===== config.mk =====
export PLATFORM = sky130hd
export DESIGN_NAME = lms_ctrl
export DESIGN_NICKNAME = d
export VERILOG_FILES = /design/src/hdl/lms_pkg.sv /design/src/hdl/lms_ctrl.sv
export SDC_FILE = /design/constraint.sdc
export NUM_CORES = 1
export LEC_CHECK = 0
export BUFFER_PORTS_ARGS = -buffer_cell sky130_fd_sc_hd__buf_2
export CORE_ASPECT_RATIO = 0.5
export CORE_MARGIN = 3
export CORE_UTILIZATION = 41
export DETAILED_ROUTE_END_ITERATION = 8
export GPL_ROUTABILITY_DRIVEN = 0
export PLACE_DENSITY = 0.66
export SLEW_MARGIN = 20
export SYNTH_ARGS = -nofsm -noshare
export SYNTH_HDL_FRONTEND = slang
export SYNTH_SLANG_ARGS = --single-unit

===== constraint.sdc =====
create_clock -name clk -period 3.15 [get_ports clk]
set_input_delay 0.63 -clock clk [delete_from_list [all_inputs] [get_ports clk]]
set_output_delay 0.63 -clock clk [all_outputs]
set_load 0.01 [all_outputs]

===== src/hdl/lms_pkg.sv =====
`timescale 1ns / 1ps
`default_nettype none

package lms_pkg;

    // Fixed field widths of the pixel and configuration channels.
    localparam int PIXEL_BITS     = 16;
    localparam int COLS_BITS      = 11;
    localparam int ROWS_BITS      = 13;
    localparam int CFG_INDEX_BITS = 4;
    localparam int CFG_DATA_BITS  = 13;

    // Default storage limits and register reset values.
    localparam int DEF_MAX_COLS = 1024;
    localparam int DEF_MAX_ROWS = 4096;
    localparam int COLS_RESET   = 4;
    localparam int ROWS_RESET   = 4;

    typedef logic [PIXEL_BITS-1:0] pixel_t;

    typedef enum logic [CFG_INDEX_BITS-1:0] {
        REG_COLS_IN_USE = 4'd0,
        REG_ROWS_IN_USE = 4'd1
    } cfg_reg_t;

    typedef struct packed {
        pixel_t pixel;
        logic   drain;
    } in_beat_t;

    typedef struct packed {
        pixel_t kept_value;
        logic   is_local_max;
        logic   last_of_frame;
    } out_beat_t;

    typedef struct packed {
        logic [CFG_INDEX_BITS-1:0] index;
        logic [CFG_DATA_BITS-1:0]  wdata;
    } cfg_beat_t;

    // What the position tracker knows about the result that an item releases.
    typedef struct packed {
        logic emit;
        logic up_ok;
        logic down_ok;
        logic left_ok;
        logic right_ok;
        logic last;
    } nbr_info_t;

endpackage

`default_nettype wire


===== src/hdl/lms_ctrl.sv =====
`timescale 1ns / 1ps
`default_nettype none

// Frame geometry registers and the input and output position counters.
module lms_ctrl
    import lms_pkg::*;
#(
    parameter int MAX_COLS = DEF_MAX_COLS,
    parameter int MAX_ROWS = DEF_MAX_ROWS
) (
    input  wire                          clk,
    input  wire                          rst_n,
    input  wire                          cfg_we,
    input  wire [CFG_INDEX_BITS-1:0]     cfg_index,
    input  wire [CFG_DATA_BITS-1:0]      cfg_wdata,
    input  wire                          take,
    input  wire                          drain,
    output logic                         push,
    output nbr_info_t                    info,
    output logic [$clog2(MAX_COLS)-1:0]  ptr
);

    localparam int CIDX_W = $clog2(MAX_COLS);
    localparam int RIDX_W = $clog2(MAX_ROWS);
    localparam int FILL_W = $clog2(MAX_COLS + 1);

    function automatic logic [CIDX_W-1:0] col_last(input logic [COLS_BITS-1:0] v);
        logic [CIDX_W-1:0] r;
        if (v == '0)
            r = '0;
        else if (32'(v) > 32'(MAX_COLS))
            r = CIDX_W'(MAX_COLS - 1);
        else
            r = CIDX_W'(32'(v) - 32'd1);
        return r;
    endfunction

    function automatic logic [RIDX_W-1:0] row_last(input logic [ROWS_BITS-1:0] v);
        logic [RIDX_W-1:0] r;
        if (v == '0)
            r = '0;
        else if (32'(v) > 32'(MAX_ROWS))
            r = RIDX_W'(MAX_ROWS - 1);
        else
            r = RIDX_W'(32'(v) - 32'd1);
        return r;
    endfunction

    logic [CIDX_W-1:0] w_last_reg, w_last_next;
    logic [RIDX_W-1:0] h_last_reg, h_last_next;
    logic [CIDX_W-1:0] in_col_reg, in_col_next;
    logic [RIDX_W-1:0] in_row_reg, in_row_next;
    logic              in_done_reg, in_done_next;
    logic [CIDX_W-1:0] out_col_reg, out_col_next;
    logic [RIDX_W-1:0] out_row_reg, out_row_next;
    logic [FILL_W-1:0] fill_reg, fill_next;
    logic              armed_reg, armed_next;
    logic [CIDX_W-1:0] ptr_reg, ptr_next;
    logic              restart;

    // A pixel is taken until the frame's last pixel is in; a drain only after it.
    assign push = take && (drain ? in_done_reg : !in_done_reg);

    assign info.emit     = armed_reg;
    assign info.up_ok    = (out_row_reg != '0);
    assign info.down_ok  = (out_row_reg != h_last_reg);
    assign info.left_ok  = (out_col_reg != '0);
    assign info.right_ok = (out_col_reg != w_last_reg);
    assign info.last     = (out_row_reg == h_last_reg) && (out_col_reg == w_last_reg);
    assign ptr           = ptr_reg;

    always_comb
    begin
        w_last_next  = w_last_reg;
        h_last_next  = h_last_reg;
        in_col_next  = in_col_reg;
        in_row_next  = in_row_reg;
        in_done_next = in_done_reg;
        out_col_next = out_col_reg;
        out_row_next = out_row_reg;
        fill_next    = fill_reg;
        armed_next   = armed_reg;
        ptr_next     = ptr_reg;
        restart      = 1'b0;

        if (cfg_we)
        begin
            case (cfg_index)
                REG_COLS_IN_USE:
                begin
                    w_last_next = col_last(cfg_wdata[COLS_BITS-1:0]);
                    restart     = 1'b1;
                end
                REG_ROWS_IN_USE:
                begin
                    h_last_next = row_last(cfg_wdata[ROWS_BITS-1:0]);
                    restart     = 1'b1;
                end
                default:
                begin
                end
            endcase
        end
        else if (push)
        begin
            ptr_next = (ptr_reg == w_last_reg) ? '0 : ptr_reg + 1'b1;

            // Results start once a full row plus one item is in the history.
            if (!armed_reg)
            begin
                if (fill_reg == FILL_W'(w_last_reg) + FILL_W'(1))
                    armed_next = 1'b1;
                else
                    fill_next = fill_reg + 1'b1;
            end

            if (!drain)
            begin
                if (in_col_reg == w_last_reg)
                begin
                    in_col_next = '0;
                    if (in_row_reg == h_last_reg)
                        in_done_next = 1'b1;
                    else
                        in_row_next = in_row_reg + 1'b1;
                end
                else
                begin
                    in_col_next = in_col_reg + 1'b1;
                end
            end

            if (armed_reg)
            begin
                if (info.last)
                begin
                    restart = 1'b1;
                end
                else if (out_col_reg == w_last_reg)
                begin
                    out_col_next = '0;
                    out_row_next = out_row_reg + 1'b1;
                end
                else
                begin
                    out_col_next = out_col_reg + 1'b1;
                end
            end
        end

        if (restart)
        begin
            in_col_next  = '0;
            in_row_next  = '0;
            in_done_next = 1'b0;
            out_col_next = '0;
            out_row_next = '0;
            fill_next    = '0;
            armed_next   = 1'b0;
            ptr_next     = '0;
        end
    end

    always_ff @(posedge clk or negedge rst_n)
    begin
        if (!rst_n)
        begin
            w_last_reg  <= col_last(COLS_BITS'(COLS_RESET));
            h_last_reg  <= row_last(ROWS_BITS'(ROWS_RESET));
            in_col_reg  <= '0;
            in_row_reg  <= '0;
            in_done_reg <= 1'b0;
            out_col_reg <= '0;
            out_row_reg <= '0;
            fill_reg    <= '0;
            armed_reg   <= 1'b0;
            ptr_reg     <= '0;
        end
        else
        begin
            w_last_reg  <= w_last_next;
            h_last_reg  <= h_last_next;
            in_col_reg  <= in_col_next;
            in_row_reg  <= in_row_next;
            in_done_reg <= in_done_next;
            out_col_reg <= out_col_next;
            out_row_reg <= out_row_next;
            fill_reg    <= fill_next;
            armed_reg   <= armed_next;
            ptr_reg     <= ptr_next;
        end
    end

    // After the frame's final result every position is back at the origin.
    a_restart_after_last: assert property (@(posedge clk) disable iff (!rst_n)
        (push && info.emit && info.last) |=>
            (out_row_reg == '0 && out_col_reg == '0 && !armed_reg && !in_done_reg))
        else $error("positions not cleared after the last result of a frame");

    // The output position never runs ahead of the input rows.
    a_out_behind_in: assert property (@(posedge clk) disable iff (!rst_n)
        !in_done_reg |-> (out_row_reg <= in_row_reg))
        else $error("output row ahead of input row");

endmodule

`default_nettype wire


Word-level counts from Yosys, hierarchy flattened
Cells that the tools add are included.
- add/subtract/negate cells: 9
- reductions and logical operators: 23
- order comparisons: 2
- equal/unequal tests: 15
- mux-type cells: 53
- operator list (operator ; number):
    two-way mux 10 bit ; 17
    two-way mux 12 bit ; 14
    two-way mux 11 bit ; 5
    adder 10 x 1 -> 10 bit (second input constant) ; 3
    == test 10 bit ; 3
    adder 12 x 1 -> 12 bit (second input constant) ; 2
    == test 12 bit ; 2
    two-way mux 1 bit ; 17
    AND reduction 5 bit ; 3
    greater-than comparator 13 bit (second input constant) ; 1
    zero test 13 bit ; 1
    inequality test 12 bit ; 1
    nonzero test 12 bit ; 1
    subtractor 12 x 1 -> 12 bit (second input constant) ; 1
    adder 10 x 1 -> 11 bit (second input constant) ; 1
    adder 11 x 1 -> 11 bit (second input constant) ; 1
    == test 11 bit ; 1
    greater-than comparator 11 bit (second input constant) ; 1
    zero test 11 bit ; 1
    inequality test 10 bit ; 1
    nonzero test 10 bit ; 1
    nonzero test 2 bit ; 5
    subtractor 10 x 1 -> 10 bit (second input constant) ; 1
    inequality test 2 x 1 -> 1 bit (second input constant) ; 4
    9 further kinds ; 14
- bits of input ports: 22
- register bits: 89
- word-level logic and storage cells: 112

Depth between registers and ports, before layout
- depth after elaboration: 8
- depth in mapped cells: 10

Worst setup path after synthesis
No wires, ideal clock.
- path kind: input to register
- start: input port cfg_wdata[0]
- end: register h_last_reg[10]
- path buffers: 2
- setup time: 0.121 ns
- cell stages on the path: 10
- setup slack: 0.598 ns
- data required time: 3.029 ns
- arrival: 2.431 ns
- cell sequence: inv_1 ha_1 or3b_1 or3_1 clkbuf_1 nand2b_1 nor2_1 a21oi_1 clkbuf_1 a22o_1
- cells in the longest elaborated chain, start to end: 3
- elaborated cells on any way between the ends: 5
- those cells by class: add/sub: 1; order compare: 1; mux: 2; reduce/logical: 1
- RTL lines (item ; line ; RTL):
    from (decl) ; lms_ctrl.sv:15 ; input wire [CFG_DATA_BITS-1:0] cfg_wdata,
    subtractor 12 x 1 -> 12 bit / greater-than comparator 13 bit (equally long branches) ; lms_ctrl.sv:45, lms_ctrl.sv:42 ;
    two-way mux 12 bit ; lms_ctrl.sv:42 ; else if (32'(v) > 32'(MAX_ROWS))
    two-way mux 12 bit (*) ; lms_ctrl.sv:40 ; if (v == '0)
    to (signal assigned) ; lms_ctrl.sv:169 ; h_last_reg <= row_last(ROWS_BITS'(ROWS_RESET));
    to (signal assigned) ; lms_ctrl.sv:182 ; h_last_reg <= h_last_next;
    to (decl) ; lms_ctrl.sv:50 ; logic [RIDX_W-1:0] h_last_reg, h_last_next;
Mark *: on every way between the ends. The rest lies on a longest branch, timed or not.
A chain may end at the register's enable or synchronous reset.

==> metrics.txt <==
ys async rst share=1.00; initial antenna violation count=0; Fillers=1,339; GRT Residual Overflow=0; Max VDD drop=0.000250 V; CTS buffer count=9; syn avg cell area=9.01 um2; core area=14,100 um2; post-CTS setup buffer count=0; GR Util All Layers=0.198; FF-to-FF path depth=6; Max Slew Vio Count=0; cts repair resizes=0; CTS clk-pin slew, worst paths=0.07 ns; clk sinks=89; RSZ-0062 raised after global routing=no; CP max-delay cell=dfstp_2; Layout area overhead=11.7%; Critical Path Start=w_last_reg[1]; count leader, synth=dfrtp_1; Die Area=16,500 um2; Antenna Nets Post-Route=0; Power, Total=3630 uW; worst flop-to-flop path startpoint=w_last_reg[1]; ANT cells=0; # setup viols final=0; Final Hold Vio Count=0; routed wire length=15,800 um; post-synthesis cell area=6120 um2; top post-synthesis cells by area=dfrtp_1 (35%), xor2_1 (6.1%), xnor2_1 (4.6%); Post-synth EDFFs=0; # H-tree levels=3; Yosys cell types=68; TritonCTS clock tree=done; die height=92.4 um; CP arrival=2.30 ns; run status=finished, final reports clean; DR iter-0 viols=539; drt wl/cell=17.6 um; DIE WIDTH=179 um; Vias=5,372; relative slew slack=0.401; Worst-Margin Slew=0.898 ns; Final Non-Filler Cells=901; Worst path max stage delay=0.70 ns; cells along the critical path=xnor2_1 -> nand4_1 -> nor3_2 -> inv_1 -> nor2_1 -> buf_2; vias in the first global route=5,167; Worst EP required=2.52 ns; min-delay worst type=in2async; fin crit period=2.93 ns; Initial Utilization=0.435; post-synth net total=712; post-synthesis sequential area ratio=0.364; cell count after placement=885; first-pass GRT wire length=26,500 um; CTS Hold Bufs=0; # DRC=0; Worst Setup EP=info[0]; IO Port Bufs=38; worst reg2reg setup slack=0.24 ns; Setup Skew=0.00720 ns; fin crit share=0.929; drt pass-1 iters=5; top_reg_cell synth=dfrtp_1; via-per-instance ratio=5.96; Worst Setup Path Type=reg2out; maxcap violations=0; Syn. warnings=0; Max Clk Rate=342 MHz; most common library cells after synthesis=dfrtp_1 (85), xor2_1 (43), nand2_1 (40); worst-skew pair later-pin latency=0.34 ns; Reg2Reg Capture Point=in_col_reg[2]; Post-DP HPWL=11,200 um; top cell type's share of synthesized area=0.347; Final nets=736; Yosys top cell by area=dfrtp_1; row count=30; FF+latch count, synth=89; Max clock buf depth=2; largest net degree at the start of global routing=60; layout cells sized above 1=0.144; Lkg Pwr=0.00288 uW; Worst setup EP type=output pin; Worst setup SP type=flop; setup TNS=0 ns; critical path fanouts, max=12; Pwr Density=530 nW/um2; I/O Pins=39; Cells after Synth=680; clock root buffer=clkbuf_16
## stage by stage
step | cell area, um2 | worst slack (ns) | hold slack, ns | utilization
after floorplan | 6120 | 0.598 | 0.334 | -
after global placement | 6530 | 0.375 | 0.483 | 0.464
after CTS | 6830 | 0.273 | 0.230 | 0.485
final | 6840 | 0.225 | 0.218 | 0.486
after global routing | 6840 | 0.0604 | 0.248 | 0.486
after detailed placement | 6530 | 0.358 | 0.488 | 0.464
## layout by cell type, fill, tap and decap left out, types with 7 or more instances in the layout
master,n
nor3_1,11
nand3_1,39
or4_1,9
a211o_1,7
a31oi_1,8
inv_1,21
xor2_1,43
and2_1,7
nand2b_1,20
nand2_1,40
nor4_1,19
o2bb2ai_1,7
o21ai_0,37
nor2b_1,9
o31ai_1,12
xnor2_1,32
buf_2,37
buf_4,22
a22o_1,25
mux2i_1,14
clkbuf_16,9
dfrtp_1,85
ha_1,10
and3_1,25
nor2_1,28
a21oi_1,18
nand4_1,24
## layout make-up
cell class                      count  area, um2  share of cell area
Multi-Input combinational cell    523       3620               0.530
Clock buffer                        9        225              0.0329
Timing Repair Buffer               60        370              0.0542
Clock inverter                      7       70.1              0.0102
Sequential cell                    89       2230               0.326
Tap cell                          192        240              0.0351
Inverter                           21       78.8              0.0115
## critical path: cells and delay by family, from the launching register on
family | cells | cell delay, ns
buffers and inverters | 2 | 0.33
flip-flops | 1 | 0.70
AND/OR/NAND/NOR | 3 | 0.77
XOR/XNOR | 1 | 0.16
## cell families (layout without fill, tap and decap cells)
| logic type | after synthesis | after routing | synth area share |
|---|---|---|---|
| AND/OR/NAND/NOR | 260 | 260 | 0.240 |
| adder cells (fa/ha/maj) | 10 | 10 | 0.0204 |
| buffers and inverters | 68 | 97 | 0.0476 |
| flip-flops | 89 | 89 | 0.364 |
| multiplexers | 18 | 18 | 0.0302 |
| AO/OA/AOI/OAI | 159 | 159 | 0.187 |
| XOR/XNOR | 76 | 76 | 0.111 |
## worst min-delay path by stage
stage                              start              to  slack, ns  cells after the start
after floorplan                    rst_n       armed_reg       0.33                      0
after global placement    in_row_reg[11]  in_row_reg[11]       0.48                      1
after detailed placement  in_row_reg[11]  in_row_reg[11]       0.49                      1
after CTS                          rst_n  out_row_reg[4]       0.23                      1
after global routing               rst_n   h_last_reg[3]       0.25                      1
final                              rst_n   h_last_reg[3]       0.22                      1
## routing by layer
layer,wire length [um],vias to the layer above,global-route usage
met5,0,-,0
li1,-,2552,-
met4,198,0,0.0499
met3,678,24,0.0344
met1,7540,2642,0.274
met2,7400,154,0.320
## report_power, final
part	internal, uW	switching, uW	leakage, uW	total [uW]
clock	616	480	0.000146	1100
sequential	1320	327	0.00115	1650
combinational	441	444	0.00158	886
Note: power is estimated with default switching activity, not from simulation.
