[config.mk]
export PLATFORM = sky130hd
export DESIGN_NAME = lms_out_skid_flat
export DESIGN_NICKNAME = d
export VERILOG_FILES = /design/src/hdl/lms_pkg.sv /design/src/hdl/lms_stream_if.sv /design/src/hdl/lms_out_skid.sv /design/src/flat_wrapper.sv
export SDC_FILE = /design/constraint.sdc
export NUM_CORES = 1
export LEC_CHECK = 0
export ABC_AREA = 1
export BUFFER_PORTS_ARGS = -buffer_cell sky130_fd_sc_hd__buf_2
export CAP_MARGIN = 40
export CORE_AREA = 2 2 39 41
export CTS_BUF_LIST = sky130_fd_sc_hd__clkbuf_8
export DETAILED_ROUTE_END_ITERATION = 16
export DIE_AREA = 0 0 41 43
export GPL_ROUTABILITY_DRIVEN = 0
export PLACE_DENSITY_LB_ADDON = 0.1
export SETUP_SLACK_MARGIN = 0.05
export SLEW_MARGIN = 20
export SYNTH_ARGS = -nofsm -noshare
export SYNTH_HDL_FRONTEND = slang
export SYNTH_SLANG_ARGS = --single-unit
[constraint.sdc]
create_clock -name clk -period 4.6 [get_ports clk]
set_input_delay 0.23 -clock clk [delete_from_list [all_inputs] [get_ports clk]]
set_output_delay 0.23 -clock clk [all_outputs]
set_load 0.05 [all_outputs]
[src/hdl/lms_pkg.sv]
`timescale 1ns / 1ps
`default_nettype none

package lms_pkg;

    // Fixed field widths of the pixel and configuration channels.
    localparam int PIXEL_BITS     = 16;
    localparam int COLS_BITS      = 11;
    localparam int ROWS_BITS      = 13;
    localparam int CFG_INDEX_BITS = 4;
    localparam int CFG_DATA_BITS  = 13;

    // Default storage limits and register reset values.
    localparam int DEF_MAX_COLS = 1024;
    localparam int DEF_MAX_ROWS = 4096;
    localparam int COLS_RESET   = 4;
    localparam int ROWS_RESET   = 4;

    typedef logic [PIXEL_BITS-1:0] pixel_t;

    typedef enum logic [CFG_INDEX_BITS-1:0] {
        REG_COLS_IN_USE = 4'd0,
        REG_ROWS_IN_USE = 4'd1
    } cfg_reg_t;

    typedef struct packed {
        pixel_t pixel;
        logic   drain;
    } in_beat_t;

    typedef struct packed {
        pixel_t kept_value;
        logic   is_local_max;
        logic   last_of_frame;
    } out_beat_t;

    typedef struct packed {
        logic [CFG_INDEX_BITS-1:0] index;
        logic [CFG_DATA_BITS-1:0]  wdata;
    } cfg_beat_t;

    // What the position tracker knows about the result that an item releases.
    typedef struct packed {
        logic emit;
        logic up_ok;
        logic down_ok;
        logic left_ok;
        logic right_ok;
        logic last;
    } nbr_info_t;

endpackage

`default_nettype wire

[src/hdl/lms_stream_if.sv]
`timescale 1ns / 1ps
`default_nettype none

interface lms_stream_if #(
    parameter type T = logic
);
    logic valid;
    logic ready;
    T     data;

    modport source (output valid, output data, input ready);
    modport sink   (input valid, input data, output ready);
endinterface

`default_nettype wire

[src/hdl/lms_out_skid.sv]
`timescale 1ns / 1ps
`default_nettype none

// Two-entry result buffer, so the pipeline keeps moving while one result waits.
module lms_out_skid
    import lms_pkg::*;
(
    input  wire                   clk,
    input  wire                   rst_n,
    input  wire                   push,
    input  wire out_beat_t        push_data,
    output logic                  space,
    lms_stream_if.source          results
);

    logic [1:0] count_reg, count_next;
    out_beat_t  slot0_reg, slot0_next;
    out_beat_t  slot1_reg, slot1_next;
    logic       pop;

    assign pop           = results.valid && results.ready;
    assign results.valid = (count_reg != 2'd0);
    assign results.data  = slot0_reg;
    assign space         = (count_reg != 2'd2) || results.ready;

    always_comb
    begin
        count_next = count_reg;
        slot0_next = slot0_reg;
        slot1_next = slot1_reg;
        case ({push, pop})
            2'b10:
            begin
                if (count_reg == 2'd0)
                    slot0_next = push_data;
                else
                    slot1_next = push_data;
                count_next = count_reg + 2'd1;
            end
            2'b01:
            begin
                slot0_next = slot1_reg;
                count_next = count_reg - 2'd1;
            end
            2'b11:
            begin
                if (count_reg == 2'd1)
                begin
                    slot0_next = push_data;
                end
                else
                begin
                    slot0_next = slot1_reg;
                    slot1_next = push_data;
                end
            end
            default:
            begin
            end
        endcase
    end

    always_ff @(posedge clk or negedge rst_n)
    begin
        if (!rst_n)
            count_reg <= 2'd0;
        else
            count_reg <= count_next;
    end

    always_ff @(posedge clk)
    begin
        slot0_reg <= slot0_next;
        slot1_reg <= slot1_next;
    end

    a_no_overflow: assert property (@(posedge clk) disable iff (!rst_n)
        push |-> (count_reg != 2'd2 || pop))
        else $error("result written into a full buffer");

endmodule

`default_nettype wire

[src/flat_wrapper.sv]
// flat-port wrapper written by rule: the top's interface ports become plain ports
module lms_out_skid_flat import lms_pkg::*;
  (clk, rst_n, push, push_data, space, results_valid, results_data, results_ready);
  lms_stream_if results_i ();
  input  wire clk;
  input  wire rst_n;
  input  wire push;
  input  wire out_beat_t push_data;
  output logic space;
  output wire logic [$bits(results_i.valid)-1:0] results_valid;
  output wire logic [$bits(results_i.data)-1:0] results_data;
  input wire logic [$bits(results_i.ready)-1:0] results_ready;
  assign results_valid = results_i.valid;
  assign results_data = results_i.data;
  assign results_i.ready = results_ready;
  lms_out_skid u_core (.clk(clk), .rst_n(rst_n), .push(push), .push_data(push_data), .space(space), .results(results_i));
endmodule
; Yosys cells after proc, flatten, opt, wreduce, memory -nomap -nowiden
; Index checks and enable logic that the tools add are counted.
[totals]
ff_bits = 4
inputBits = 22
output_inout_bits = 3
wordCells = 29
[op_classes]
addsub = 2
n_eq_ne = 8
mux = 7
n_reduce_logical = 9
[op_table]
columns = operator, n
row1 = 18-bit two-way mux, 2
row2 = 18-bit case mux with 2 select lines, 1
row3 = "2-bit inequality test, second input constant", 3
row4 = 2-bit nonzero test, 3
row5 = "2-bit by 1-bit equality test with 1-bit output, second input constant", 2
row6 = "2-bit equality test, second input constant", 2
row7 = 2-bit case mux with 2 select lines, 1
row8 = 1-bit case mux with 3 select lines, 1
row9 = 3-bit AND reduction, 1
row10 = 3-bit nonzero test, 1
row11 = "2-bit by 1-bit adder with 2-bit output, second input constant", 1
row12 = 2-bit logical NOT, 1
row13 = 1-bit two-way mux, 2
row14 = "2-bit by 1-bit inequality test with 1-bit output, second input constant", 1
row15 = 2-bit AND reduction, 1
row16 = "2-bit by 1-bit subtractor with 2-bit output, second input constant", 1
row17 = 1-bit logical AND, 1
row18 = 1-bit logical OR, 1

; Longest topological paths before layout
; Gate-level depths: netlist (run 1).
[depth]
word_depth = 5
ltp_mapped = 10
depth_no_buf = 10

; Worst setup path before layout (run 1)
; OpenSTA, ideal clock, no wires.
[synth_timing]
path_type = register to register
startpoint = register u_core.count_reg[0]
endpoint = register u_core.slot1_reg[0] (netlist bit), enable pin
setup_time_ps = 304
t_arrival_ps = 1387
required_time_ps = 4296
slack_ps = 2909
path_stages_with_launch = 9
path_buffers = 0
synth_period_minus_slack_ps = 1691
cell_sequence = dfrtp_1 > inv_1 > ha_1 > inv_2 > nand2_2 > inv_1 > ha_1 > nand2_1 > a21boi_1
[synth_via]
elab_chain_cells = 5
word_cells_on_any_way = 10
classes_between = eq/ne: 5 / reduce/logical: 5
[synth_lines]
columns = item, line_no
row1 = from (decl), lms_out_skid.sv:16  ; logic [1:0] count_reg, count_next;
row2 = from (signal assigned), lms_out_skid.sv:68  ; count_reg <= count_next;
row3 = 2-bit nonzero test *, lms_out_skid.sv:22  ; assign results.valid = (count_reg != 2'd0);
row4 = net results_valid, flat_wrapper.sv:10  ; output wire logic [$bits(results_i.valid)-1:0] results_valid;
row5 = 1-bit logical AND *, lms_out_skid.sv:21  ; assign pop = results.valid && results.ready;
row6 = 2-bit equality test, lms_out_skid.sv:31  ; case ({push, pop})
row7 = 2-bit inequality test (no source line) / 2-bit nonzero test (equally long branches), n/a
row8 = 3-bit AND reduction (no source line) *, n/a
row9 = to (signal assigned), lms_out_skid.sv:74  ; slot1_reg <= slot1_next;
row10 = to (decl), lms_out_skid.sv:18  ; out_beat_t slot1_reg, slot1_next;
; Mark *: on every way through the listed nets, which the timed path passes. The rest lies on a longest branch.
; A chain may end at the register's enable or synchronous reset.

; Worst setup path in the final report (run 1)
[layout_timing]
startpoint = register u_core.count_reg[0]
endpoint = register u_core.slot1_reg[0] (netlist bit), enable pin
[layout_via]
elab_chain_cells = 5
word_cells_on_any_way = 10
classes_between = eq/ne: 5 / reduce/logical: 5
[layout_lines]
columns = item, line_no
row1 = 2-bit nonzero test, lms_out_skid.sv:22
row2 = 1-bit logical AND, lms_out_skid.sv:21
row3 = 2-bit equality test, lms_out_skid.sv:31
row4 = 2-bit inequality test (no source line) / 2-bit nonzero test (equally long branches), n/a
row5 = 3-bit AND reduction (no source line) *, n/a
; Mark *: on every way between the ends. The rest lies on a longest branch, timed or not.

==> results of run 1 <==
## cell families after synthesis
kind of cell	Yosys count	share of synthesized area (%)
fa+ha+maj	7	26.3
buf+inv	12	13.5
compound gates	3	5.26
flops	4	33.1
simple gates	18	21.8
## synth_stat cells
master and count:
sky130_fd_sc_hd__edfxtp_1 2, sky130_fd_sc_hd__o21ai_1 2, sky130_fd_sc_hd__nor2_1 1, sky130_fd_sc_hd__nand2_1 14
sky130_fd_sc_hd__inv_1 11, sky130_fd_sc_hd__nand3_1 2, sky130_fd_sc_hd__inv_2 1, sky130_fd_sc_hd__a21boi_1 1
sky130_fd_sc_hd__nand2_2 1, sky130_fd_sc_hd__ha_1 7, sky130_fd_sc_hd__dfrtp_1 2
## worst max-delay path: stages, from the launching register on
cell and delay [ns]:
sky130_fd_sc_hd__dfrtp_1 0.40, sky130_fd_sc_hd__inv_1 0.09, sky130_fd_sc_hd__ha_1 0.19, sky130_fd_sc_hd__inv_2 0.05
sky130_fd_sc_hd__nand2_2 0.07, sky130_fd_sc_hd__inv_1 0.07, sky130_fd_sc_hd__ha_1 0.19, sky130_fd_sc_hd__inv_1 0.07
sky130_fd_sc_hd__nand2_1 0.05, sky130_fd_sc_hd__a21boi_1 0.19
## per-stage QoR
stage               power, mW  hold slack, ns  worst slack (ns)  cell area, sq um  utilization, %
CTS                     0.290           0.211              2.89               443            32.0
floorplan               0.182         -0.0656              2.91               333               -
detailed placement      0.213          0.0196              2.89               388            28.0
finish                  0.283           0.214              2.93               443            32.0
global route            0.310           0.209              2.79               443            32.0
global placement        0.215          0.0166              2.88               388            28.0
## final timing paths
path                                                 start                         endpoint  slack [ns]  depth (start not counted)
setup / recovery           u_core.count_reg[0]$_DFFE_PN0P_    u_core.slot1_reg[0]$_DFFE_PP_        2.93                          9
hold / removal                                push_data[0]    u_core.slot1_reg[0]$_DFFE_PP_        0.21                          1
setup reg to reg           u_core.count_reg[0]$_DFFE_PN0P_    u_core.slot1_reg[0]$_DFFE_PP_        2.93                          9
hold reg to reg            u_core.count_reg[1]$_DFFE_PN0P_  u_core.count_reg[1]$_DFFE_PN0P_        0.52                          2
max in group asynchronous                            rst_n  u_core.count_reg[0]$_DFFE_PN0P_        4.17                          2
min in group asynchronous                            rst_n  u_core.count_reg[1]$_DFFE_PN0P_        0.34                          2
## final cells by class
| cell class | count | area share, % |
|---|---|---|
| timing repair buffer | 8 | 10.2 |
| clock inverter | 1 | 0.847 |
| clock buffer | 3 | 9.32 |
| multi-input combinational | 28 | 40.1 |
| inverter | 12 | 10.2 |
| tap | 16 | 4.52 |
| sequential | 4 | 24.9 |
## where the power goes
part           switching (mW)  leakage, nW  internal, mW
logic                  0.0990        0.185        0.0450
clock network          0.0171       0.0269        0.0568
registers             0.00972       0.0435        0.0556
## cells in the final DEF, fill, tap and decap left out
cell type	instances
sky130_fd_sc_hd__nand3_1	2
sky130_fd_sc_hd__inv_1	12
sky130_fd_sc_hd__dfrtp_1	2
sky130_fd_sc_hd__inv_2	1
sky130_fd_sc_hd__nand2_2	1
sky130_fd_sc_hd__edfxtp_1	2
sky130_fd_sc_hd__nor2_1	1
sky130_fd_sc_hd__nand2_1	14
sky130_fd_sc_hd__clkbuf_8	3
sky130_fd_sc_hd__dlygate4sd3_1	1
sky130_fd_sc_hd__ha_1	7
sky130_fd_sc_hd__o21ai_1	2
sky130_fd_sc_hd__buf_2	7
sky130_fd_sc_hd__a21boi_1	1
## per-layer routing
layer	part of all wire, %	vias up	global-route usage, %
met4	0	0	2.00
met3	3.3	0	6.28
li1	-	154	-
met1	46	108	6.84
met5	0	-	0
met2	51	3	13.1
## timing repair
item / 4_1_cts / 5_1_grt
setup endpoints to repair: 0 / 0
setup buffers: 0 / 0
hold buffers: 1 / 0
hold endpoints to repair: 2 / 0
==> run summary, run 1 <==
In the post-synthesis netlist, the biggest area contributors are sky130_fd_sc_hd__ha_1 (26%), sky130_fd_sc_hd__edfxtp_1 (18%), sky130_fd_sc_hd__nand2_1 (16%). The flow ran to the end, and the final reports show no timing, DRC or antenna violations. The total number of H-tree levels came out at 1. In the routed layout, each cell is associated on average with a via count of 3.68. The initial antenna violation count came out at 0. The Yosys step of the flow raised 0 warnings.

The shortest clock period the worst path allows after layout came out at 1.67 ns. The die is 43 um tall. The total wirelength of the detailed-routed design is 553 um. The worst clock skew is 0.00577 ns. The total global-route track usage came out at 7.86%. The final routed wire length divided by cell count came out at 7.68 um. The count of cells in the finished layout, fillers not included, comes to 72.

The first TritonRoute pass finished after 2 iterations. The via count of the first global-routing pass is 258. Including well taps, the total number of placed cells is 67. The number of endpoints failing setup at the final stage is 0. The classification of the worst setup path is reg -> reg. The later pin in the worst-skew pair is clocked with a latency of 0.22 ns.

The count of vias placed by the detailed router is 265. The number of clock sinks is 4. The multi-input logic area came out at 178 sq um. The total inserted antenna cells came out at 0. The CTS tree is done.

The average cell area after synthesis came out at 7.56 sq um. The power density over cell area came out at 639 nW/um^2. Data on the critical path is required at its endpoint by 4.51 ns. The synthesized netlist occupies a cell area of 333 sq um. The count of final max-slew check failures was 0.

The initial utilization of the core area, before any placement, comes to 24.1%. The min-delay analysis places its worst path in the category in -> reg. Once detail routing completed, the nets flagged for antenna violations numbered 0.

The number of endpoints with negative hold slack in the final report is 0. Across the whole layout, storage elements account for 110 sq um. Clock-pin slew was measured on the worst setup and hold paths at 0.03 ns. The arrival time at the worst endpoint came out at 1.58 ns. The largest fanout on the critical path is 4. Global routing finished with a remaining overflow of 0. The netlist uses 11 different library cells. The HPWL after detailed placement is 494 um. The synthesis-to-layout area growth is 33.1%.

The wire length of the first global-routing pass came out at 883 um. The flip-flop and latch count after synthesis came out at 4. CTS placed an instance of sky130_fd_sc_hd__clkbuf_8 at the clock tree root. Setup repair after global routing left no endpoint under its margin. The die boundary width came out at 41 um.

Based on the critical path, the design can be clocked at up to 599 MHz. The count of standard-cell rows came out at 14. The kind of end point of the critical path is a register. The leakage power came out at 0.256 nW.

Entering global routing, the biggest net connects 5 pins. The flip-flop count of the largest register, all copies and words added came out at 2. The count of pins on the block boundary came out at 25. The die area is 1760 sq um. The synthesized netlist net count is 73. The number of max-capacitance violations reported came out at 0. The number of buffers created by CTS is 3. The initial DRC count is 1. The worst-margin pin slew came out at 0.248 ns. The total core area is 1380 sq um. The launching element type of the critical path is a register. The largest total area in the synthesized netlist belongs to sky130_fd_sc_hd__ha_1. Buffers placed on the I/O ports in this run total 7. Sequential cells were found to cover 33.1% of the synthesized design area. The count of nets after finishing is 86. The portion of the clock cycle consumed by the worst path in the final layout is 36.3%. The proportion of netlist area held by the largest area contributor is 26.3%.

The number of inserted filler cells in the final layout is 163. The number of gates resized after CTS was 0. The post-route setup TNS came out at 0 ns. The clock passes through at most 2 buffers. For this run, design rule violations remaining after detail routing come to 0. Cells with a size suffix above 1 make up 21.4% of the layout. The largest vdd supply drop came out at 240 uV.

The worst slew margin relative to its limit came out at 83.6%. The number of instances in the synthesized netlist came out at 44.
Power figures use the tool's default switching activity.
==> run 2: changes to the inputs <==
==> constraint.sdc (replaced) <==
create_clock -name clk -period 1.7 [get_ports clk]
set_input_delay 0.085 -clock clk [delete_from_list [all_inputs] [get_ports clk]]
set_output_delay 0.085 -clock clk [all_outputs]
set_load 0.05 [all_outputs]
==> run 2 against run 1 <==
Against the previous run: register-to-register slack lost 2.8 ns; maximum frequency is 9.2% higher; power rose to 3.2 times the previous value; clock-buffer cell count unchanged; clock skew is essentially flat; sequential cell count unchanged.
==> run summary, run 2 (synthesis gave the netlist of run 1 again) <==
The run finished with clean final reports. The worst hold slack is 0.0640 ns (-0.150 ns). The post-layout utilization of the core is 35.5% (+3.5 points).

The met2 track demand over resource in global routing was 14.7% (+1.6 points). The die area was 1760 sq um (unchanged). The highest attainable clock frequency came out at 654 MHz (+9.2%). The via count of the first global-routing pass came to 291 (+13%). The number of max-capacitance violations reported came to 0 (unchanged).

The total global-route track usage is 9.47% (+1.6 points). The first-pass iteration count of the detailed router came out at 4 (+2). The total number of H-tree levels is 1 (unchanged).

The global-route track usage on met1 was 9.42% (+2.6 points). The library cell used most frequently in the layout, excluding fill and tap cells, is sky130_fd_sc_hd__nand2_1. The total power consumption of the routed design is 902 uW (+220%). The maximum number of pins on one net before global-route repair came out at 5 (unchanged).

The placed instance area came to 420 sq um (+8.4%). The number of endpoints with negative hold slack in the final report came out at 0 (unchanged). The classification of the worst setup path is reg -> reg. The total core area came out at 1380 sq um (unchanged).

The vias per cell is 3.88 (+5.5%). The total inserted antenna cells came to 0 (unchanged). The power density over cell area is 1840 nW/um^2 (+190%). Setup repair after global routing left no endpoint under its margin. The initial antenna violation count came out at 0 (unchanged). The worst slew margin relative to its limit is 83.4% (-0.16 points). The met3 global-route usage is 6.28% (unchanged). The HPWL after detailed placement is 534 um (+8.0%). The post-detailed-route count of antenna-violating nets came to 0 (unchanged). The number of post-CTS setup repair buffers came to 0 (unchanged).

The die boundary width came out at 41 um (unchanged). The CTS tree is done. The number of buffers created by CTS is 3 (unchanged). The count of final max-slew check failures is 0 (unchanged). The launching element type of the critical path is a register. The synthesis-to-layout area growth is 47.7%. The clock network latency to the later pin of the worst-skew pair came to 0.22 ns (about the same). The count of non-filler cells in the finished layout was 76 (+5.6%). met2 is the most crowded layer.

The total global routing overflow is 0 (unchanged). The final worst slack was 0.171 ns (-2.76 ns). The wire length of the first global-routing pass came out at 1070 um (+21%). The post-placement setup slack is 0.0469 ns (-2.84 ns).

The leakage power is 0.274 nW (+7.3%). The initial DRC count is 5 (+4). The worst clock skew is 0.00595 ns (+0.000173 ns). The count of port buffers added during placement came out at 7 (unchanged).

The count of pins on the block boundary is 25 (unchanged). The arrival time at the worst endpoint is 1.45 ns (-0.13 ns). The number of endpoints failing setup at the final stage came to 0 (unchanged). The count of nets after finishing came out at 90 (+4.7%). The kind of end point of the critical path is a register. The post-route setup TNS came out at 0 ns (unchanged).

The initial cell density of the core is 24.1% (unchanged). The clock-pin transition on the worst setup and hold timing paths came to 0.03 ns (about the same). The largest vdd supply drop came out at 499 uV (+110%). The share of final-layout standard cells stronger than drive strength 1 is 33.3% (+12 points).

CTS placed an instance of sky130_fd_sc_hd__clkbuf_8 at the clock tree root. The number of clock sinks is 4 (unchanged). The vertical extent of the die is 43 um (unchanged). The total wirelength of the detailed-routed design came out at 605 um (+9.4%).

The shortest clock period the worst path allows after layout is 1.53 ns (-0.140 ns). The largest fanout on the critical path is 3 (-1). The final routed wire length divided by cell count came out at 7.96 um (+3.6%). The DRC violation count after routing is 0 (unchanged). The data required time of the critical path came out at 1.62 ns (-2.89 ns). The flip-flop count of the largest register, all copies and words added was 2 (unchanged).

The tightest min-delay check is of the in -> reg type. The count of standard-cell rows came out at 14 (unchanged). The portion of the clock cycle consumed by the worst path in the final layout was 89.9% (+54 points).

The buffer levels on the longest clock path came to 2 (unchanged). The count of vias placed by the detailed router is 295 (+11%). The top cell types in the final layout, fill and taps aside, are sky130_fd_sc_hd__nand2_1 (14), sky130_fd_sc_hd__inv_1 (10), sky130_fd_sc_hd__buf_2 (7). The worst-margin pin slew was 0.250 ns (+0.00235 ns). The placed cell count is 71 (+6.0%). The summed area of non-filler cells in the final layout is 492 sq um (+11%).
-- run 2: routing by layer --
layer  up-vias  part of all wire [%]
li1        162                     -
met1       129                    44
met2         4                    52
met3         0                   3.8
met4         0                     0
met5         -                     0
-- run 2: cell type report --
type                       count  area, sq um
inverter                      12         47.5
clock buffer                   3         41.3
tap                           16         20.0
fill                         158          892
multi-input combinational     28          194
sequential                     4          110
clock inverter                 1         3.75
timing repair buffer          12         75.1
-- run 2: critical path, cell delays in order, from the launching register on --
cell and delay, ns:
sky130_fd_sc_hd__dfrtp_1 0.38, sky130_fd_sc_hd__inv_2 0.08, sky130_fd_sc_hd__ha_4 0.15, sky130_fd_sc_hd__inv_4 0.03, sky130_fd_sc_hd__nand2_2 0.06, sky130_fd_sc_hd__inv_1 0.07, sky130_fd_sc_hd__ha_1 0.19, sky130_fd_sc_hd__inv_1 0.07
sky130_fd_sc_hd__nand2_1 0.06, sky130_fd_sc_hd__a21boi_2 0.15
-- run 2: what timing repair did --
action / CTS / global route
gates resized for setup: 1 / 4
hold buffers: 1 / 0
endpoints found under the setup margin: 1 / 1
endpoints found under the hold margin: 2 / 0
-- run 2: final timing paths --
kind | start | endpoint | slack, ns | depth (start not counted)
min in group asynchronous | rst_n | u_core.count_reg[1]$_DFFE_PN0P_ | 0.19 | 2
hold / removal | push_data[0] | u_core.slot1_reg[0]$_DFFE_PP_ | 0.06 | 1
hold reg to reg | u_core.slot1_reg[0]$_DFFE_PP_ | u_core.results.data$_DFFE_PP_ | 0.52 | 2
max in group asynchronous | rst_n | u_core.count_reg[0]$_DFFE_PN0P_ | 1.42 | 2
setup / recovery | u_core.count_reg[0]$_DFFE_PN0P_ | u_core.slot1_reg[0]$_DFFE_PP_ | 0.17 | 9
setup reg to reg | u_core.count_reg[0]$_DFFE_PN0P_ | u_core.slot1_reg[0]$_DFFE_PP_ | 0.17 | 9
-- run 2: report_power, final --
part,leakage [nW],switching [mW],internal (mW)
combinational,0.204,0.314,0.215
sequential,0.0435,0.0205,0.150
clock,0.0269,0.0483,0.154
==> run 3: changes to the inputs <==
--- a/config.mk
+++ b/config.mk
@@ -9,7 +9,7 @@
 export BUFFER_PORTS_ARGS = -buffer_cell sky130_fd_sc_hd__buf_2
 export CAP_MARGIN = 40
 export CORE_AREA = 2 2 39 41
-export CTS_BUF_LIST = sky130_fd_sc_hd__clkbuf_8
+export CTS_BUF_LIST = sky130_fd_sc_hd__clkbuf_4 sky130_fd_sc_hd__clkbuf_8
 export DETAILED_ROUTE_END_ITERATION = 16
 export DIE_AREA = 0 0 41 43
 export GPL_ROUTABILITY_DRIVEN = 0
==> run 3 against run 2 <==
Against the previous run: die area stayed put; maximum frequency up 0.13%; via count increased by 1.4%; final cell count unchanged; sequential share of layout area up 0.71 points; first-iteration DRC count decreased by 20%; worst setup slack improved by 0.0019 ns; clock-buffer cell count grew 1; clock skew increased by 0.0029 ns; non-clock buffer count did not move; highest routed layer unchanged.
==> run summary, run 3 (synthesis gave the netlist of run 1 again) <==
The number of endpoints failing setup at the final stage came out at 0 (unchanged). The number of clock sinks came out at 4 (unchanged). The wire length of the first global-routing pass came out at 1070 um (unchanged). The maximum number of pins on one net before global-route repair is 5 (unchanged). The critical path in this run is classified as reg -> reg. The via count of the first global-routing pass came out at 291 (unchanged). The final worst slack came out at 0.173 ns (+0.00193 ns).

Leaving out fill and tap cells, the most frequent cell in the layout is sky130_fd_sc_hd__nand2_1. The worst clock skew came out at 0.00882 ns (+0.00287 ns). The count of standard-cell rows was 14 (unchanged). The flip-flop count of the largest register, all copies and words added came out at 2 (unchanged).

The shortest clock period the worst path allows after layout is 1.53 ns (-0.00193 ns). The post-route setup TNS came out at 0 ns (unchanged). The total global routing overflow is 0 (unchanged). The setup slack on the worst flop-to-flop path is 0.17 ns (about the same). The post-detailed-route count of antenna-violating nets is 0 (unchanged). The final routed wire length divided by cell count is 7.92 um (-0.50%). The buffer levels on the longest clock path came out at 2 (unchanged). The root buffer cell chosen for the clock tree is sky130_fd_sc_hd__clkbuf_4. In this run the critical register-to-register path is captured at u_core.slot1_reg[0]$_DFFE_PP_. The largest incremental delay on the critical path is 0.38 ns (about the same). The met1 wire length is 274 um (+1.9%). The initial antenna violation count is 0 (unchanged). The number of endpoints with negative hold slack in the final report is 0 (unchanged). The number of inserted filler cells in the final layout is 158 (unchanged). The clock-pin transition on the worst setup and hold timing paths is 0.04 ns (about the same). The post-placement setup slack came out at 0.0469 ns (unchanged). The largest vdd supply drop came out at 431 uV (-14%).

The largest fanout on the critical path is 3 (unchanged). The launching element type of the critical path is a register. The arrival time at the worst endpoint is 1.47 ns (+0.02 ns). In this run the critical register-to-register path is launched from u_core.count_reg[0]$_DFFE_PN0P_. The vertical extent of the die is 43 um (unchanged). The end point of the critical path is u_core.slot1_reg[0]$_DFFE_PP_. The data required time of the critical path is 1.65 ns (+0.03 ns).

The leakage power came out at 0.266 nW (-3.1%). The highest attainable clock frequency came to 655 MHz (+0.13%). The count of vias placed by the detailed router is 299 (+1.4%). The synthesis-to-layout area growth is 43.2%.

The power density over cell area came to 1770 nW/um^2 (-3.3%). The total power consumption of the routed design was 846 uW (-6.3%). The routed length on met2 is 309 um (-1.3%). The vias per cell is 3.93 (+1.4%). The DRC violation count after routing came out at 0 (unchanged). The die area is 1760 sq um (unchanged).

The CTS tree is done. Traced cell by cell, the critical path runs through inv_2 -> ha_4 -> inv_4 -> nand2_2 -> inv_1 -> ha_1 -> inv_1 -> nand2_1 -> a21boi_2. The clock network latency to the later pin of the worst-skew pair is 0.24 ns (+0.02 ns). The die boundary width is 41 um (unchanged). The total global-route track usage is 9.47% (unchanged). The number of buffers created by CTS is 3 (unchanged). The met3 routed wirelength came out at 19 um (-17%). The total inserted antenna cells is 0 (unchanged). The total core area is 1380 sq um (unchanged). STA classifies the critical path endpoint as a register.

The count of port buffers added during placement is 7 (unchanged). The total number of H-tree levels came to 1 (unchanged). The worst slew margin relative to its limit came out at 83.4% (unchanged). The most critical setup path has its startpoint at u_core.count_reg[0]$_DFFE_PN0P_. The HPWL after detailed placement came out at 534 um (unchanged). The initial DRC count came out at 4 (-1). The library cells used most frequently in the layout, excluding fill and tap cells, are sky130_fd_sc_hd__nand2_1 (14), sky130_fd_sc_hd__inv_1 (9), sky130_fd_sc_hd__buf_2 (7). The count of pins on the block boundary is 25 (unchanged). The number of max-capacitance violations reported is 0 (unchanged).

The worst-margin pin slew came out at 0.250 ns (unchanged). Signal routing reaches up to met3. The first-pass iteration count of the detailed router is 4 (unchanged).

The count of nets after finishing is 90 (unchanged). The share of final-layout standard cells stronger than drive strength 1 is 35.0% (+1.7 points). The depth of the worst register-to-register path is 9 (unchanged).

The count of final max-slew check failures came to 0 (unchanged). The flow ran to the end, and the final reports show no timing, DRC or antenna violations. The portion of the clock cycle consumed by the worst path in the final layout came out at 89.8% (-0.11 points). The number of post-CTS setup repair buffers is 0 (unchanged). Setup repair after global routing left no endpoint under its margin. Among all stages on the critical path, the largest delay is contributed by sky130_fd_sc_hd__dfrtp_1. The path class of the lowest-slack min-delay path is in -> reg.

The total wirelength of the detailed-routed design came out at 602 um (-0.50%). The initial cell density of the core is 24.1% (unchanged). The most numerous cell on the critical path is sky130_fd_sc_hd__inv_1.
run 3: cell count changes in the layout (fill, tap and decap cells not counted):
cell,before,now
sky130_fd_sc_hd__clkbuf_8,3,0
sky130_fd_sc_hd__clkbuf_4,0,4
sky130_fd_sc_hd__inv_1,10,9
run 3: layout make-up:
type,count,area [sq um],share of cell area [%]
multi-input combinational,28,194,40.7
sequential,4,110,23.1
timing repair buffer,12,75.1,15.7
inverter,12,47.5,9.97
clock buffer,4,30.0,6.30
tap,16,20.0,4.20
run 3: worst min-delay path by stage:
stage / slack, ns / cells past startpoint / end / start
2_1_floorplan: -0.21 / 0 / u_core.count_reg[0]$_DFFE_PN0P_ / rst_n
3_3_place_gp: -0.13 / 1 / u_core.count_reg[1]$_DFFE_PN0P_ / rst_n
3_5_place_dp: -0.13 / 1 / u_core.count_reg[1]$_DFFE_PN0P_ / rst_n
4_1_cts: 0.03 / 1 / u_core.slot1_reg[0]$_DFFE_PP_ / push_data[0]
5_1_grt: 0.03 / 1 / u_core.slot1_reg[0]$_DFFE_PP_ / push_data[0]
6_report: 0.05 / 1 / u_core.slot1_reg[0]$_DFFE_PP_ / push_data[0]
run 3: repair_timing:
action                                  in CTS  in global routing
gates cloned                                 0                  0
endpoints found under the setup margin       1                  1
resized for setup                            1                  4
hold endpoints to repair                     2                  0
hold buffers                                 1                  0
run 3: stage by stage:
| step | std cells | instance area (sq um) | util (%) | hold slack [ns] |
|---|---|---|---|---|
| 2_1_floorplan | 44 | 335 | - | -0.211 |
| 5_1_grt | 76 | 477 | 34.4 | 0.0266 |
| 3_5_place_dp | 71 | 420 | 30.4 | -0.125 |
| 3_3_place_gp | 71 | 420 | 30.4 | -0.129 |
| 4_1_cts | 76 | 463 | 33.5 | 0.0332 |
| 6_report | 76 | 477 | 34.4 | 0.0454 |
run 3: layer usage:
| metal | up-vias | GRT usage, % |
|---|---|---|
| met2 | 4 | 14.7 |
| met5 | - | 0 |
| met4 | 0 | 4.00 |
| met1 | 133 | 9.42 |
| met3 | 0 | 6.28 |
| li1 | 162 | - |
run 3: where the power goes:
part	internal (mW)	total [mW]	leakage (nW)	switching, mW
logic	0.215	0.529	0.204	0.314
registers	0.150	0.171	0.0435	0.0205
clock network	0.104	0.145	0.0184	0.0413
run 3: worst max-delay path: cells and delay by family, from the launching register on:
kind / cells / cell delay (ns)
compound gates: 1 / 0.15
fa+ha+maj: 2 / 0.34
buf+inv: 4 / 0.25
simple gates: 2 / 0.12
flops: 1 / 0.38
